File: src/rbrc_pkg.sv
package rbrc_pkg;

	// Table geometry.
	localparam int MAX_BORDERS = 256;
	localparam int IDX_W       = $clog2(MAX_BORDERS);
	localparam int CNT_W       = $clog2(MAX_BORDERS + 1);
	localparam int KEY_W       = 64;
	localparam int RULE_W      = 64;

	// Action codes.
	localparam logic ACT_ADD   = 1'b0;
	localparam logic ACT_MATCH = 1'b1;

	// Status codes.
	localparam logic STAT_DONE = 1'b0;
	localparam logic STAT_FULL = 1'b1;

	typedef struct packed {
		logic              action;
		logic [KEY_W-1:0]  range_begin;
		logic [KEY_W-1:0]  range_end;
		logic [5:0]        rule_id;
		logic [KEY_W-1:0]  lookup_key;
	} req_t;

	typedef struct packed {
		logic [RULE_W-1:0] match_bits;
		logic              no_match;
		logic              status;
	} rsp_t;

	typedef enum logic [3:0] {
		ST_IDLE,
		ST_SRCH_RD,
		ST_SRCH_STEP,
		ST_RULE_RD,
		ST_CHECK,
		ST_MERGE_RD,
		ST_MERGE_WR,
		ST_FINISH
	} state_t;

	typedef enum logic [1:0] {
		PH_MATCH,
		PH_BEGIN,
		PH_END
	} phase_t;

	typedef enum logic [1:0] {
		KEY_LOOKUP,
		KEY_BEGIN,
		KEY_END
	} key_sel_t;

	typedef enum logic [1:0] {
		RSP_MATCH,
		RSP_ADD_OK,
		RSP_ADD_FULL
	} rsp_sel_t;

	// Commands from the controller to the datapath.
	typedef struct packed {
		logic     capture;
		logic     search_init;
		logic     search_rd;
		logic     search_step;
		logic     save_b;
		logic     save_e;
		logic     rule_rd;
		logic     merge_init;
		logic     merge_rd;
		logic     merge_wr;
		logic     load_rsp;
		key_sel_t key_sel;
		rsp_sel_t rsp_sel;
	} cmd_t;

	// Status from the datapath to the controller.
	typedef struct packed {
		logic search_open;
		logic begin_ne_end;
		logic full;
		logic merge_done;
	} sts_t;

endpackage

File: src/rbrc_ctrl.sv
module rbrc_ctrl
	import rbrc_pkg::*;
(
	input  logic clk,
	input  logic arst_n,
	input  logic req_valid,
	input  logic req_action,
	output logic req_stall,
	output logic rsp_valid,
	input  logic rsp_stall,
	input  sts_t sts,
	output cmd_t cmd
);

	state_t   state_q, state_d;
	phase_t   phase_q, phase_d;
	rsp_sel_t sel_q, sel_d;
	logic     valid_q;
	logic     out_free;

	assign out_free  = !valid_q || !rsp_stall;
	assign req_stall = (state_q != ST_IDLE);
	assign rsp_valid = valid_q;

	// State, phase, result select and output valid registers.
	always_ff @(posedge clk or negedge arst_n) begin
		if (!arst_n) begin
			state_q <= ST_IDLE;
			phase_q <= PH_MATCH;
			sel_q   <= RSP_ADD_OK;
			valid_q <= 1'b0;
		end else begin
			state_q <= state_d;
			phase_q <= phase_d;
			sel_q   <= sel_d;
			if (cmd.load_rsp) begin
				valid_q <= 1'b1;
			end else if (!rsp_stall) begin
				valid_q <= 1'b0;
			end
		end
	end

	// Next state and commands.
	always_comb begin
		state_d = state_q;
		phase_d = phase_q;
		sel_d   = sel_q;
		cmd     = '0;
		case (phase_q)
			PH_BEGIN: cmd.key_sel = KEY_BEGIN;
			PH_END:   cmd.key_sel = KEY_END;
			default:  cmd.key_sel = KEY_LOOKUP;
		endcase
		cmd.rsp_sel = sel_q;
		case (state_q)
			ST_IDLE: begin
				if (req_valid) begin
					cmd.capture     = 1'b1;
					cmd.search_init = 1'b1;
					phase_d = (req_action == ACT_MATCH) ? PH_MATCH : PH_BEGIN;
					state_d = ST_SRCH_RD;
				end
			end
			ST_SRCH_RD: begin
				if (sts.search_open) begin
					cmd.search_rd = 1'b1;
					state_d = ST_SRCH_STEP;
				end else begin
					case (phase_q)
						PH_MATCH: state_d = ST_RULE_RD;
						PH_BEGIN: begin
							cmd.save_b = 1'b1;
							if (sts.begin_ne_end) begin
								cmd.search_init = 1'b1;
								phase_d = PH_END;
								state_d = ST_SRCH_RD;
							end else begin
								state_d = ST_CHECK;
							end
						end
						default: begin
							cmd.save_e = 1'b1;
							state_d = ST_CHECK;
						end
					endcase
				end
			end
			ST_SRCH_STEP: begin
				cmd.search_step = 1'b1;
				state_d = ST_SRCH_RD;
			end
			ST_RULE_RD: begin
				cmd.rule_rd = 1'b1;
				sel_d   = RSP_MATCH;
				state_d = ST_FINISH;
			end
			ST_CHECK: begin
				if (sts.full) begin
					sel_d   = RSP_ADD_FULL;
					state_d = ST_FINISH;
				end else begin
					cmd.merge_init = 1'b1;
					state_d = ST_MERGE_RD;
				end
			end
			ST_MERGE_RD: begin
				if (sts.merge_done) begin
					sel_d   = RSP_ADD_OK;
					state_d = ST_FINISH;
				end else begin
					cmd.merge_rd = 1'b1;
					state_d = ST_MERGE_WR;
				end
			end
			ST_MERGE_WR: begin
				cmd.merge_wr = 1'b1;
				state_d = ST_MERGE_RD;
			end
			ST_FINISH: begin
				if (out_free) begin
					cmd.load_rsp = 1'b1;
					state_d = ST_IDLE;
				end
			end
			default: state_d = ST_IDLE;
		endcase
	end

	// A result is only loaded when the output register can take it.
	a_load_free: assert property (@(posedge clk) disable iff (!arst_n)
		cmd.load_rsp |-> out_free)
		else $error("result loaded over a waiting word");

	// An accepted word always starts a search.
	a_accept_search: assert property (@(posedge clk) disable iff (!arst_n)
		(req_valid && !req_stall) |=> (state_q == ST_SRCH_RD))
		else $error("accepted word did not start a search");

	// A search read is always followed by its compare step.
	a_read_step: assert property (@(posedge clk) disable iff (!arst_n)
		cmd.search_rd |=> cmd.search_step)
		else $error("search read without compare step");

endmodule
File: config.mk
export PLATFORM = sky130hd
export DESIGN_NAME = rbrc_ctrl
export DESIGN_NICKNAME = d
export VERILOG_FILES = /design/src/rbrc_pkg.sv /design/src/rbrc_ctrl.sv
export SDC_FILE = /design/constraint.sdc
export NUM_CORES = 1
export LEC_CHECK = 0
export ABC_AREA = 1
export BUFFER_PORTS_ARGS = -buffer_cell sky130_fd_sc_hd__buf_2
export CORE_AREA = 2 2 39 41
export DETAILED_ROUTE_END_ITERATION = 8
export DIE_AREA = 0 0 41 43
export PLACE_DENSITY = 0.73
export SKIP_LAST_GASP = 1
export SYNTH_ARGS = -nofsm -noshare
export SYNTH_HDL_FRONTEND = slang
export SYNTH_SLANG_ARGS = --single-unit
File: constraint.sdc
create_clock -name clk -period 3.6 [get_ports clk]
set_clock_uncertainty 0.2 [all_clocks]
set_input_delay 0.18 -clock clk [delete_from_list [all_inputs] [get_ports clk]]
set_output_delay 0.18 -clock clk [all_outputs]
set_load 0.02 [all_outputs]
==> results list <==
* Synth-to-layout area growth: 35.5%
- Number of buffers inserted during clock tree synthesis: 3
- Clock sink total: 8
- Die area: 1760 µm²
* Total Power: 0.000631 W
* Post-synthesis average cell area: 7.09 µm²
- Net switching is 52.2% of the power.
- Worst reg2reg path depth: 6
- Summed over all layers, the routed wires come to 1.25 mm.
- For this run, the post-layout net count is 120.
- Clk Latency, worst-skew pair: 0.25 ns
* Start-to-end type of the worst setup path: reg -> out
- The congestion estimate from routability-driven global placement came to 0.773.
- met2 is the most crowded layer.
- After routing, the total negative slack on setup checks comes to 0 ns.
- The number of global-route vias before repair is 436.
- Setup Viol. Count Final: 0
- Die X: 41 µm
* Peak clock frequency supported by timing: 555 MHz
- Relative max-transition margin: 78.0%
* Pins over their slew limit: 0
- Storage element area: 201 µm²
* Number of rows in the core area: 14
- Before CTS, the worst setup slack after placement is 2.08 ns.
- The smallest clock period supported by the final layout is computed as 1.80 ns.
- For the worst setup path, the data arrival time is 1.42 ns.
- I/O Pins: 26
* Most frequent cell after synthesis: sky130_fd_sc_hd__nand2_1
- The worst-case IR drop observed on VDD is 405 µV.
* Post-synthesis mux area share: 0%
- Count of buffers inserted at the top-level ports: 25
- The share of the Yosys chip area taken by registers is 36.4%.
* Required time at the worst-slack endpoint: 3.22 ns
- Global routing used 22.5% of the available met2 tracks.
* Reg2reg end: state_q[0]
- Number of violations of the max-capacitance limit: 0
- Most used flip-flop cell after synthesis: sky130_fd_sc_hd__dfrtp_1
- Largest family of logic cells by synthesized area: simple AND/OR/NAND/NOR gates
- Effective utilization at floorplan: 40.0%
- Tracing the worst setup path back leads to its startpoint at state_q[2].
- Flop pwr share: 31.0%
* Kind of capture point of the worst setup path: primary output
* Global routing usage summed across all routing layers: 15.6%
* Register clock-pin slew on the reported worst setup and hold paths: 0.06 ns
- After detailed routing, the average wire length per cell comes to 9.90 µm.
- The flow ran to the end, and the final reports show no timing, DRC or antenna violations.
* Met3 Resource Use GR: 7.85%
- Xor/xnor share of the synthesized area: 0%
- The first global-routing pass estimated 1.84 mm of wire.
* EDFF count, synth: 0
- Cell types occupying the most area after synthesis: sky130_fd_sc_hd__dfrtp_1, sky130_fd_sc_hd__nand2_1, sky130_fd_sc_hd__inv_1, sky130_fd_sc_hd__nor2_1, sky130_fd_sc_hd__dfstp_2
- Of the total synthesized cell area, the portion taken by AND, OR, NAND and NOR gates is 41.4%.
- sky130_fd_sc_hd__dfrtp_1 takes more of the synthesized area than any other cell.
- The initial antenna violation count is 0.
* Clock tree buffer depth: 2
- Placed wire-length estimate: 930 µm
- Of the post-synthesis cell area, the dominant cell type holds 31.7%.
* Clock Power Share: 11.7%
- Counting flops and latches in the post-synthesis netlist gives 8.
- In the final layout, the multi-input gates occupy 262 µm².
- After synthesis, the most frequently instantiated cells are sky130_fd_sc_hd__nand2_1, sky130_fd_sc_hd__inv_1, sky130_fd_sc_hd__nor2_1, sky130_fd_sc_hd__dfrtp_1, sky130_fd_sc_hd__nand3_1.
* Internal cell power: 0.000302 W
* Reg-to-reg startpoint: state_q[0]
* Netlist area before placement: 553 µm²
* Part of the cycle the worst path needs: 50.0%
- Library cell used as clock root buffer: sky130_fd_sc_hd__clkbuf_4
- For the pin with the worst max-slew slack, the measured transition is 0.330 ns.
* Synth unique cells: 22
* Per-cell via count in the routed design: 4.65
- Die extent in y: 43 µm
- Pin count of the biggest net entering global routing: 10
- Core region area: 1380 µm²
* Power Dens Cells: 842 nW/µm²
- Remaining global-route overflow: 0
- The synthesized netlist devotes 5.88% of its cell area to compound gates.
- Flop-to-flop setup slack: 2.12 ns
- The min-delay analysis places its worst path in the category in -> reg.
- The first routing iteration left 13 violations.
- For met1 alone, demand over resource in global routing was 20.3%.
- CP endpoint: cmd[13]
* TritonCTS clock tree: done
* Router iterations before antenna repair: 4
* Fraction of final layout cells with drive strength greater than 1: 35.5%
- # resized after CTS: 0
* Placed instance area: 673 µm²
* Smallest setup slack after layout: 1.80 ns
- In the routed design, unresolved DRC markers number 0.
- Summing the areas of all fa, ha and maj instances in the mapped netlist gives 0% of the synthesized area.
- During synthesis, Yosys emitted a total of 0 warnings.
- Final standard cell area without fillers: 749 µm²
- Summed over all nets, the switching power comes to 0.000329 W.
- RSZ-0062 raised after global routing: false
- The startpoint identified for the worst hold timing path is req_valid.
* Logic gate share of total power: 57.3%
- Ys async rst share: 100%
- Kind of start point of the critical path: flop
* Remaining antenna violation count after routing: 0
- Cell count after synthesis: 78
- The analysis attributes to cell leakage a power of 0.468 nW.
- The number of antenna diodes in the final layout is 0.
- Hold Vio Cnt, Final: 0
- Counting every net in the synthesized netlist gives 87.
* Largest fanout on the critical path: 9
- Level count of the clock H-tree: 1
* Number of filler cells placed in the layout: 129
- The routed layout has 586 vias.
how the worst min path moves through the flow:
stage,slack (ns),end,cells past startpoint
detailed placement,-0.17,sel_q[1],1
finish,0.09,phase_q[1],4
CTS,0.08,phase_q[1],4
global placement,-0.17,sel_q[1],1
floorplan,-0.32,phase_q[0],0
global route,0.1,phase_q[1],4
kinds of logic after synthesis:
family,after synthesis
AND/OR/NAND/NOR,45
buffers and inverters,19
flip-flops,8
AO/OA/AOI/OAI,6
metal layers:
layer | share of wire [%] | wire [µm]
met4 | 0 | 0
met2 | 49 | 607
met1 | 42 | 529
met5 | 0 | 0
met3 | 8.8 | 110
area by class of cell:
cell class,instances,area share [%]
repair buffers,30,23.4
clock buffers,4,3.51
multi-input cells,51,34.9
well taps,16,2.67
inverters,17,8.68
flip-flops and latches,8,26.9
per-stage QoR:
stage	hold WS [ns]	utilization, %	std cells
2_1_floorplan	-0.316	-	78
3_3_place_gp	-0.173	48.6	117
3_5_place_dp	-0.170	48.6	117
4_1_cts	0.0818	54.2	126
5_1_grt	0.0992	54.2	126
6_report	0.0856	54.2	126
what timing repair did:
| item | CTS | global route |
|---|---|---|
| setup endpoints to repair | 0 | 0 |
| hold endpoints to repair | 12 | 0 |
| hold buffers | 5 | 0 |
| buffers inserted | 0 | 0 |
sequential cells by signal, indices dropped and copies added (netlist names):
name / count
phase_q: 2
rsp_valid: 1
sel_q: 2
state_q: 3
power groups by stage:
stage | Combinational, W | Clock (W) | Sequential (W)
after floorplan | 0.000294 | 0 | 0.000183
after global placement | 0.000354 | 0 | 0.000194
after detailed placement | 0.000355 | 0 | 0.000195
after CTS | 0.000366 | 0.0000772 | 0.000195
after global routing | 0.000401 | 0.0000862 | 0.000204
final | 0.000361 | 0.0000741 | 0.000196
cells in the final DEF, fill, tap and decap left out, types with 2 or more instances in the layout:
master	instances
sky130_fd_sc_hd__nand3_2	2
sky130_fd_sc_hd__dlygate4sd3_1	5
sky130_fd_sc_hd__nand3_1	5
sky130_fd_sc_hd__buf_2	25
sky130_fd_sc_hd__a21oi_1	4
sky130_fd_sc_hd__inv_1	12
sky130_fd_sc_hd__nand4_1	3
sky130_fd_sc_hd__nor2_1	8
sky130_fd_sc_hd__inv_2	4
sky130_fd_sc_hd__dfrtp_1	7
sky130_fd_sc_hd__nand2_1	20
sky130_fd_sc_hd__clkbuf_4	3
critical path: stages (launching register included):
cell and delay [ns]:
sky130_fd_sc_hd__dfrtp_1 0.47, sky130_fd_sc_hd__clkinv_2 0.14, sky130_fd_sc_hd__nand3_4 0.10, sky130_fd_sc_hd__nor2_4 0.12, sky130_fd_sc_hd__nand2_1 0.10, sky130_fd_sc_hd__nand2_1 0.07, sky130_fd_sc_hd__buf_2 0.16
Note: power is estimated with default switching activity, not from simulation.
